===== src/rtl/core/tcpdt_pkg.sv =====
// Package for the TCP header decision-tree filter.
// Holds the field widths, the tree thresholds and the comparison result type.
// No dependencies.
package tcpdt_pkg;

    localparam int LEN_W   = 16;
    localparam int WORDS_W = 4;
    localparam int FLAG_W  = 8;
    localparam int WIN_W   = 16;
    localparam int ID_W    = 16;
    localparam int TOS_W   = 8;
    localparam int HB_W    = WORDS_W + 2;

    localparam int FLAG_FIN = 0;
    localparam int FLAG_SYN = 1;
    localparam int FLAG_RST = 2;
    localparam int FLAG_ACK = 4;

    localparam logic [LEN_W-1:0] LEN_T41  = 16'd41;
    localparam logic [LEN_W-1:0] LEN_T42  = 16'd42;
    localparam logic [LEN_W-1:0] LEN_T46  = 16'd46;
    localparam logic [LEN_W-1:0] LEN_T65  = 16'd65;
    localparam logic [LEN_W-1:0] PAY_T19  = 16'd19;

    localparam logic [HB_W-1:0] HB_T22 = 6'd22;
    localparam logic [HB_W-1:0] HB_T38 = 6'd38;
    localparam logic [HB_W-1:0] HB_T42 = 6'd42;

    localparam logic [WIN_W-1:0] WIN_T1     = 16'd1;
    localparam logic [WIN_W-1:0] WIN_T507   = 16'd507;
    localparam logic [WIN_W-1:0] WIN_T512   = 16'd512;
    localparam logic [WIN_W-1:0] WIN_T521   = 16'd521;
    localparam logic [WIN_W-1:0] WIN_T933   = 16'd933;
    localparam logic [WIN_W-1:0] WIN_T1024  = 16'd1024;
    localparam logic [WIN_W-1:0] WIN_T1025  = 16'd1025;
    localparam logic [WIN_W-1:0] WIN_T1026  = 16'd1026;
    localparam logic [WIN_W-1:0] WIN_T1300  = 16'd1300;
    localparam logic [WIN_W-1:0] WIN_T15616 = 16'd15616;
    localparam logic [WIN_W-1:0] WIN_T15749 = 16'd15749;
    localparam logic [WIN_W-1:0] WIN_T16472 = 16'd16472;
    localparam logic [WIN_W-1:0] WIN_T16498 = 16'd16498;
    localparam logic [WIN_W-1:0] WIN_T21780 = 16'd21780;
    localparam logic [WIN_W-1:0] WIN_T28944 = 16'd28944;
    localparam logic [WIN_W-1:0] WIN_T29008 = 16'd29008;
    localparam logic [WIN_W-1:0] WIN_T46454 = 16'd46454;
    localparam logic [WIN_W-1:0] WIN_T64157 = 16'd64157;
    localparam logic [WIN_W-1:0] WIN_T64520 = 16'd64520;
    localparam logic [WIN_W-1:0] WIN_T65524 = 16'd65524;

    localparam logic [ID_W-1:0] ID_T2     = 16'd2;
    localparam logic [ID_W-1:0] ID_T11    = 16'd11;
    localparam logic [ID_W-1:0] ID_T60    = 16'd60;
    localparam logic [ID_W-1:0] ID_T26421 = 16'd26421;
    localparam logic [ID_W-1:0] ID_T38767 = 16'd38767;
    localparam logic [ID_W-1:0] ID_T38841 = 16'd38841;
    localparam logic [ID_W-1:0] ID_T41284 = 16'd41284;
    localparam logic [ID_W-1:0] ID_T41467 = 16'd41467;
    localparam logic [ID_W-1:0] ID_T51143 = 16'd51143;
    localparam logic [ID_W-1:0] ID_T51161 = 16'd51161;
    localparam logic [ID_W-1:0] ID_T58935 = 16'd58935;
    localparam logic [ID_W-1:0] ID_T58937 = 16'd58937;
    localparam logic [ID_W-1:0] ID_T60710 = 16'd60710;
    localparam logic [ID_W-1:0] ID_T60827 = 16'd60827;

    localparam logic [TOS_W-1:0] TOS_T1 = 8'd1;
    localparam logic [TOS_W-1:0] TOS_T4 = 8'd4;

    typedef struct packed {
        logic is_tcp;
        logic df;
        logic fin;
        logic syn;
        logic rst;
        logic ack;
        logic len_lt_41;
        logic len_lt_42;
        logic len_lt_46;
        logic len_lt_65;
        logic pay_lt_19;
        logic hb_lt_22;
        logic hb_lt_38;
        logic hb_lt_42;
        logic w_lt_1;
        logic w_lt_507;
        logic w_lt_512;
        logic w_lt_521;
        logic w_lt_933;
        logic w_lt_1024;
        logic w_lt_1025;
        logic w_lt_1026;
        logic w_lt_1300;
        logic w_lt_15616;
        logic w_lt_15749;
        logic w_lt_16472;
        logic w_lt_16498;
        logic w_lt_21780;
        logic w_lt_28944;
        logic w_lt_29008;
        logic w_lt_46454;
        logic w_lt_64157;
        logic w_lt_64520;
        logic w_lt_65524;
        logic id_lt_2;
        logic id_lt_11;
        logic id_lt_60;
        logic id_lt_26421;
        logic id_lt_38767;
        logic id_lt_38841;
        logic id_lt_41284;
        logic id_lt_41467;
        logic id_lt_51143;
        logic id_lt_51161;
        logic id_lt_58935;
        logic id_lt_58937;
        logic id_lt_60710;
        logic id_lt_60827;
        logic tos_lt_1;
        logic tos_lt_4;
    } cmp_t;

endpackage


===== src/rtl/core/tcpdt_compare.sv =====
// Threshold comparators for the TCP header decision-tree filter.
// Derives header and payload lengths and compares the fields against each tree threshold once.
// Depends on tcpdt_pkg.
module tcpdt_compare (
    input  logic                           is_tcp,
    input  logic [tcpdt_pkg::LEN_W-1:0]    total_length,
    input  logic [tcpdt_pkg::WORDS_W-1:0]  ip_header_words,
    input  logic [tcpdt_pkg::WORDS_W-1:0]  tcp_header_words,
    input  logic                           dont_fragment,
    input  logic [tcpdt_pkg::FLAG_W-1:0]   tcp_flag_bits,
    input  logic [tcpdt_pkg::WIN_W-1:0]    window_size,
    input  logic [tcpdt_pkg::ID_W-1:0]     ip_ident,
    input  logic [tcpdt_pkg::TOS_W-1:0]    type_of_service,
    output tcpdt_pkg::cmp_t                cmp
);
    import tcpdt_pkg::*;

    logic [HB_W-1:0]  tcp_bytes;
    logic [HB_W-1:0]  ip_bytes;
    logic [HB_W:0]    hdr_bytes;
    logic [LEN_W-1:0] payload;

    assign tcp_bytes = {tcp_header_words, 2'b00};
    assign ip_bytes  = {ip_header_words, 2'b00};
    assign hdr_bytes = {1'b0, ip_bytes} + {1'b0, tcp_bytes};
    assign payload   = total_length - {{(LEN_W-HB_W-1){1'b0}}, hdr_bytes};

    always_comb
    begin
        cmp.is_tcp      = is_tcp;
        cmp.df          = dont_fragment;
        cmp.fin         = tcp_flag_bits[FLAG_FIN];
        cmp.syn         = tcp_flag_bits[FLAG_SYN];
        cmp.rst         = tcp_flag_bits[FLAG_RST];
        cmp.ack         = tcp_flag_bits[FLAG_ACK];
        cmp.len_lt_41   = total_length < LEN_T41;
        cmp.len_lt_42   = total_length < LEN_T42;
        cmp.len_lt_46   = total_length < LEN_T46;
        cmp.len_lt_65   = total_length < LEN_T65;
        cmp.pay_lt_19   = payload < PAY_T19;
        cmp.hb_lt_22    = tcp_bytes < HB_T22;
        cmp.hb_lt_38    = tcp_bytes < HB_T38;
        cmp.hb_lt_42    = tcp_bytes < HB_T42;
        cmp.w_lt_1      = window_size < WIN_T1;
        cmp.w_lt_507    = window_size < WIN_T507;
        cmp.w_lt_512    = window_size < WIN_T512;
        cmp.w_lt_521    = window_size < WIN_T521;
        cmp.w_lt_933    = window_size < WIN_T933;
        cmp.w_lt_1024   = window_size < WIN_T1024;
        cmp.w_lt_1025   = window_size < WIN_T1025;
        cmp.w_lt_1026   = window_size < WIN_T1026;
        cmp.w_lt_1300   = window_size < WIN_T1300;
        cmp.w_lt_15616  = window_size < WIN_T15616;
        cmp.w_lt_15749  = window_size < WIN_T15749;
        cmp.w_lt_16472  = window_size < WIN_T16472;
        cmp.w_lt_16498  = window_size < WIN_T16498;
        cmp.w_lt_21780  = window_size < WIN_T21780;
        cmp.w_lt_28944  = window_size < WIN_T28944;
        cmp.w_lt_29008  = window_size < WIN_T29008;
        cmp.w_lt_46454  = window_size < WIN_T46454;
        cmp.w_lt_64157  = window_size < WIN_T64157;
        cmp.w_lt_64520  = window_size < WIN_T64520;
        cmp.w_lt_65524  = window_size < WIN_T65524;
        cmp.id_lt_2     = ip_ident < ID_T2;
        cmp.id_lt_11    = ip_ident < ID_T11;
        cmp.id_lt_60    = ip_ident < ID_T60;
        cmp.id_lt_26421 = ip_ident < ID_T26421;
        cmp.id_lt_38767 = ip_ident < ID_T38767;
        cmp.id_lt_38841 = ip_ident < ID_T38841;
        cmp.id_lt_41284 = ip_ident < ID_T41284;
        cmp.id_lt_41467 = ip_ident < ID_T41467;
        cmp.id_lt_51143 = ip_ident < ID_T51143;
        cmp.id_lt_51161 = ip_ident < ID_T51161;
        cmp.id_lt_58935 = ip_ident < ID_T58935;
        cmp.id_lt_58937 = ip_ident < ID_T58937;
        cmp.id_lt_60710 = ip_ident < ID_T60710;
        cmp.id_lt_60827 = ip_ident < ID_T60827;
        cmp.tos_lt_1    = type_of_service < TOS_T1;
        cmp.tos_lt_4    = type_of_service < TOS_T4;
    end

endmodule


===== src/rtl/core/tcpdt_tree.sv =====
// Decision tree of the TCP header filter.
// Turns the comparator outcomes into the drop decision.
// Depends on tcpdt_pkg.
module tcpdt_tree (
    input  tcpdt_pkg::cmp_t cmp,
    output logic            drop
);
    import tcpdt_pkg::*;

    logic tree_drop;

    always_comb
    begin
        tree_drop = 1'b0;
        if (!cmp.len_lt_65)
        begin
            tree_drop = 1'b0;
        end
        else if (cmp.fin)
        begin
            if (cmp.w_lt_512 || cmp.id_lt_2 || !cmp.w_lt_16498 || !cmp.tos_lt_4)
                tree_drop = 1'b0;
            else if (!cmp.ack)
                tree_drop = 1'b1;
            else if (cmp.w_lt_1024)
                tree_drop = 1'b0;
            else if (cmp.w_lt_1025)
                tree_drop = !cmp.df;
            else
                tree_drop = !cmp.w_lt_15616;
        end
        else if (!cmp.hb_lt_38)
        begin
            if (cmp.w_lt_15749 || !cmp.w_lt_64520 || cmp.id_lt_11)
                tree_drop = 1'b0;
            else if (cmp.w_lt_16472)
                tree_drop = !cmp.hb_lt_42;
            else
                tree_drop = !cmp.w_lt_64157;
        end
        else if (!cmp.df)
        begin
            if (!cmp.syn)
            begin
                if (!cmp.len_lt_41 || cmp.w_lt_507 || !cmp.w_lt_1300)
                    tree_drop = 1'b0;
                else if (cmp.w_lt_1025)
                    tree_drop = cmp.id_lt_58935 || !cmp.id_lt_58937;
                else
                    tree_drop = cmp.rst && cmp.tos_lt_4;
            end
            else if (cmp.w_lt_521)
            begin
                tree_drop = !cmp.w_lt_507;
            end
            else if (cmp.w_lt_65524)
            begin
                if (cmp.len_lt_42 || !cmp.w_lt_1026 || !cmp.tos_lt_4)
                    tree_drop = 1'b0;
                else
                    tree_drop = !cmp.w_lt_933;
            end
            else
            begin
                tree_drop = cmp.tos_lt_4 && cmp.hb_lt_22;
            end
        end
        else if (cmp.w_lt_1)
        begin
            if (cmp.id_lt_60)
                tree_drop = !cmp.ack && cmp.tos_lt_1;
            else if (cmp.id_lt_38767)
                tree_drop = 1'b0;
            else if (cmp.id_lt_38841)
                tree_drop = 1'b1;
            else if (cmp.id_lt_41467)
                tree_drop = !cmp.id_lt_41284;
            else if (cmp.id_lt_60710)
                tree_drop = 1'b0;
            else
                tree_drop = cmp.id_lt_60827;
        end
        else if (cmp.pay_lt_19)
        begin
            if (cmp.w_lt_28944)
                tree_drop = 1'b0;
            else if (cmp.w_lt_29008)
                tree_drop = !cmp.id_lt_26421;
            else if (!cmp.rst)
                tree_drop = !cmp.id_lt_51143 && cmp.id_lt_51161;
            else
                tree_drop = !cmp.len_lt_46;
        end
        else
        begin
            tree_drop = !cmp.w_lt_21780 && cmp.w_lt_46454;
        end
    end

    assign drop = cmp.is_tcp && tree_drop;

endmodule


===== src/rtl/core/tcp_header_decision_tree_filter_core.sv =====
// Top level of the TCP header decision-tree filter.
// The header fields are registered on start; the decision is then registered into drop, together with done.
// Throughput: one header per cycle; busy is never raised and the receiver cannot stall.
// Reset clears the input and result valid flags; payload registers are not reset.
// Depends on tcpdt_pkg, tcpdt_compare and tcpdt_tree.
module tcp_header_decision_tree_filter_core (
    input  logic                           clk,
    input  logic                           rst_n,
    input  logic                           start,
    output logic                           busy,
    input  logic                           is_tcp,
    input  logic [tcpdt_pkg::LEN_W-1:0]    total_length,
    input  logic [tcpdt_pkg::WORDS_W-1:0]  ip_header_words,
    input  logic [tcpdt_pkg::WORDS_W-1:0]  tcp_header_words,
    input  logic                           dont_fragment,
    input  logic [tcpdt_pkg::FLAG_W-1:0]   tcp_flag_bits,
    input  logic [tcpdt_pkg::WIN_W-1:0]    window_size,
    input  logic [tcpdt_pkg::ID_W-1:0]     ip_ident,
    input  logic [tcpdt_pkg::TOS_W-1:0]    type_of_service,
    output logic                           done,
    output logic                           drop
);
    import tcpdt_pkg::*;

    logic               in_valid_reg;
    logic               is_tcp_reg;
    logic [LEN_W-1:0]   total_length_reg;
    logic [WORDS_W-1:0] ip_header_words_reg;
    logic [WORDS_W-1:0] tcp_header_words_reg;
    logic               dont_fragment_reg;
    logic [FLAG_W-1:0]  tcp_flag_bits_reg;
    logic [WIN_W-1:0]   window_size_reg;
    logic [ID_W-1:0]    ip_ident_reg;
    logic [TOS_W-1:0]   type_of_service_reg;

    logic               done_reg;
    logic               drop_reg;
    logic               drop_next;
    cmp_t               cmp;

    assign busy = 1'b0;

    always_ff @(posedge clk or negedge rst_n)
    begin
        if (!rst_n)
        begin
            in_valid_reg <= 1'b0;
            done_reg     <= 1'b0;
        end
        else
        begin
            in_valid_reg <= start;
            done_reg     <= in_valid_reg;
        end
    end

    always_ff @(posedge clk)
    begin
        if (start)
        begin
            is_tcp_reg           <= is_tcp;
            total_length_reg     <= total_length;
            ip_header_words_reg  <= ip_header_words;
            tcp_header_words_reg <= tcp_header_words;
            dont_fragment_reg    <= dont_fragment;
            tcp_flag_bits_reg    <= tcp_flag_bits;
            window_size_reg      <= window_size;
            ip_ident_reg         <= ip_ident;
            type_of_service_reg  <= type_of_service;
        end
        if (in_valid_reg)
        begin
            drop_reg <= drop_next;
        end
    end

    tcpdt_compare u_compare (
        .is_tcp           (is_tcp_reg),
        .total_length     (total_length_reg),
        .ip_header_words  (ip_header_words_reg),
        .tcp_header_words (tcp_header_words_reg),
        .dont_fragment    (dont_fragment_reg),
        .tcp_flag_bits    (tcp_flag_bits_reg),
        .window_size      (window_size_reg),
        .ip_ident         (ip_ident_reg),
        .type_of_service  (type_of_service_reg),
        .cmp              (cmp)
    );

    tcpdt_tree u_tree (
        .cmp  (cmp),
        .drop (drop_next)
    );

    assign done = done_reg;
    assign drop = drop_reg;

endmodule

===== config.mk =====
export PLATFORM = sky130hd
export DESIGN_NAME = tcp_header_decision_tree_filter_core
export DESIGN_NICKNAME = d
export VERILOG_FILES = /design/src/rtl/core/tcpdt_pkg.sv /design/src/rtl/core/tcpdt_compare.sv /design/src/rtl/core/tcpdt_tree.sv /design/src/rtl/core/tcp_header_decision_tree_filter_core.sv
export SDC_FILE = /design/constraint.sdc
export NUM_CORES = 1
export LEC_CHECK = 0
export ABC_AREA = 1
export BUFFER_PORTS_ARGS = -buffer_cell sky130_fd_sc_hd__buf_2
export CAP_MARGIN = 20
export CORE_MARGIN = 4
export CORE_UTILIZATION = 49
export DETAILED_ROUTE_END_ITERATION = 16
export PLACE_DENSITY = 0.79
export SKIP_CTS_REPAIR_TIMING = 1
export SYNTH_ARGS = -nofsm -noshare
export SYNTH_HDL_FRONTEND = slang
export SYNTH_SLANG_ARGS = --single-unit

===== constraint.sdc =====
create_clock -name clk -period 4.7 [get_ports clk]
set_clock_uncertainty 0.05 [all_clocks]
set_input_delay 1.175 -clock clk [delete_from_list [all_inputs] [get_ports clk]]
set_output_delay 1.175 -clock clk [all_outputs]
set_load 0.005 [all_outputs]

==> flow_summary.ini <==
[outcome]
outcome = finished, final reports clean

[floorplan]
die_x_um = 99.5
ios = 80
core_um2 = 8180
dieHeight_um = 99.5
start_util_pct = 50.2
fp-row-count = 33
die_area_um2 = 9900

[worst_setup_path]
path_delay_family = adder cells
worstPathCellList = inv_1, fa_1, ha_1, nand2_1, nand2_1, a21boi_0, nand4_1, a21oi_1, nand3_1, nand2_1, nand3_1, nand2_1, nand2_1, nand2_1, a21oi_2
cp.buffers_inverters = 1
cp_common_cell = nand2_1
startpoint_type = flop
cp-end-kind = flop
reg2reg_to = drop
cp.arrival_ns = 2.99
rrSetupSlack_ns = 1.77
worstSetupPathType = reg2reg
r2r_start = tcp_header_words_reg[3]
reg2reg_depth = 15
crit_slowest_cell = fa_1
worstPathRequired_ns = 4.76
path_max_fanout = 6
critical_path.max_stage_delay_ns = 0.43

[global_route]
grt_pass1_wl_mm = 15.3
grt_max_degree = 57
track_usage_pct = 19.8
grt_overflow = 0
grt_pass1_vias = 3414
antenna_found_initial = 0

[place]
place_ws_ns = 1.81
dpl.hpwl_mm = 7.25
gp_congestion = 0.884
portBuffers = 74

[cts]
cts_tree = built
clk_pin_slew_worst_paths_ns = 0.09
cts_buffers = 9
cts_sinks = 73
cts_max_level = 3
clock_latency_ns = 0.36
cts-root-buf = clkbuf_8
clockBufferDepth = 2

[logic_synthesis]
synth.avg_cell_area_um2 = 8.48
synth_area_um2 = 4100
synthCells = 484
synth-seq-cells = 73
syn_nets = 569
ys_seq_area_share_pct = 53.2
ys_warn_count = 0
synth_cell_types = 30

[timing]
finalCriticalPeriod_ns = 2.93
max_freq_ghz = 0.341
rsz0062_at_grt = false
tightestPinTransition_ns = 0.633
slew_viol_final = 0
final.setup.tns_ns = 0
setup_viol = 0
layout_setup_ws_ns = 1.77
hold_violations = 0
finalCritPeriodShare_pct = 62.4
relSlewSlack_pct = 57.8

[routing]
drcViolationCount = 0
first_iter_violations = 158
ant_nets = 0
drt_pre_antenna_iters = 4
drt-wirelength-per-cell_um = 13.6
wirelength_mm = 9.24
num_vias = 3467
viasPerCell = 5.10

[layout]
nNetsFinal = 655
syn_to_final_growth_pct = 17.8
drive_above_1_share_pct = 18.8
antenna_cells = 0

[pwr]
leakage_uw = 0.00212
ir_drop_mv = 0.235
p_per_area_nw_per_um2 = 334

[worst_hold_path]
min_path_cells = 0
hold_class = reg2reg
whs_endpoint = done
hold_start = in_valid_reg

[flow_run]
cap_violations = 0
[worst register-to-register path, stage by stage (launching register included)]
cell and delay, ns:
edfxtp_1 0.41, inv_1 0.14, fa_1 0.43, ha_1 0.38
nand2_1 0.09, nand2_1 0.09, a21boi_0 0.25, nand4_1 0.17
a21oi_1 0.18, nand3_1 0.09, nand2_1 0.06, nand3_1 0.09
nand2_1 0.07, nand2_1 0.04, nand2_1 0.08, a21oi_2 0.06
[report_power, final]
group | leakage [uW] | switching [uW] | internal (uW)
clock network | 0.000103 | 267 | 256
registers | 0.000718 | 45.1 | 772
logic | 0.00130 | 168 | 103
[per-stage QoR]
step | instance area [um^2] | utilization, % | hold slack (ns) | power, uW | instances
after global placement | 4610 | 56.3 | 0.319 | 1090 | 663
after floorplan | 4100 | - | 0.312 | 1000 | 484
final | 4830 | 59.1 | 0.355 | 1610 | 680
after CTS | 4810 | 58.9 | 0.361 | 1630 | 679
after global routing | 4830 | 59.1 | 0.368 | 1710 | 680
after detailed placement | 4610 | 56.3 | 0.331 | 1100 | 663
[cell usage after synthesis (all sizes together)]
library cell  number  area [um^2]
edfxtp            71         2130
o2111ai            2         17.5
a31oi              3         18.8
ha                 4         50.1
a32oi              2         17.5
conb               1         3.75
o211ai             2         15.0
a21oi             18         93.8
fa                 4         80.1
inv               65          244
nor3              11         55.1
o21ai             18         90.1
nand3b             6         45.0
buf                1         7.51
nand4              8         50.1
nor4               2         12.5
nor2              80          338
nand3             48          245
a21boi             3         26.3
dfrtp              2         50.1
and3               2         12.5
and2               2         12.5
nand2            129          487
[worst max-delay path by stage]
stage | from | slack (ns) | end | depth (start not counted)
6_report | tcp_header_words_reg[3] | 1.77 | drop | 15
5_1_grt | total_length_reg[5] | 1.53 | drop | 14
4_1_cts | total_length_reg[3] | 1.79 | drop | 18
3_5_place_dp | total_length_reg[3] | 1.81 | drop | 18
3_3_place_gp | total_length_reg[5] | 1.90 | drop | 14
2_1_floorplan | total_length_reg[5] | 2.15 | drop | 16
[area by class of cell]
cell class	count	area (um^2)
clock buffers	9	124
clock inverters	7	83.8
fillers	741	3340
inverters	65	244
multi-input cells	345	1670
flip-flops and latches	73	2180
well taps	105	131
repair buffers	76	398
[placed cells by master (no fill, tap or decap), types with 3 or more instances in the layout]
cell / netlist / layout
inv_1: 62 / 62
nand2_1: 128 / 128
nand3b_1: 6 / 6
inv_2: 3 / 3
clkbuf_8: 0 / 9
nor2_4: 3 / 3
buf_2: 0 / 74
nor3_1: 11 / 11
nand3_1: 47 / 47
ha_1: 4 / 4
nand4_1: 8 / 8
a21oi_1: 17 / 17
fa_1: 4 / 4
a31oi_1: 3 / 3
nor2_1: 71 / 71
nor2_2: 6 / 6
inv_6: 0 / 4
o21ai_0: 18 / 18
edfxtp_1: 71 / 71
[logic make-up (layout without fill, tap and decap cells)]
| kind of cell | Yosys count | after routing | share of synthesized area [%] |
|---|---|---|---|
| adder cells (fa/ha/maj) | 8 | 8 | 3.17 |
| flip-flops | 73 | 73 | 53.2 |
| AND/OR/NAND/NOR | 288 | 288 | 30.6 |
| buffers and inverters | 66 | 157 | 6.13 |
| AO/OA/AOI/OAI | 48 | 48 | 6.80 |
| other | 1 | 1 | 0.0914 |
[layer usage]
layer / vias up / global-route usage (%) / share of wire, %
met1: 1554 / 24.7 / 44
met4: 0 / 7.67 / 1.8
met5: - / 0 / 0
li1: 1793 / - / -
met2: 102 / 32.0 / 48
met3: 18 / 6.24 / 6.9
No activity file was read; power rests on OpenSTA's default activity.
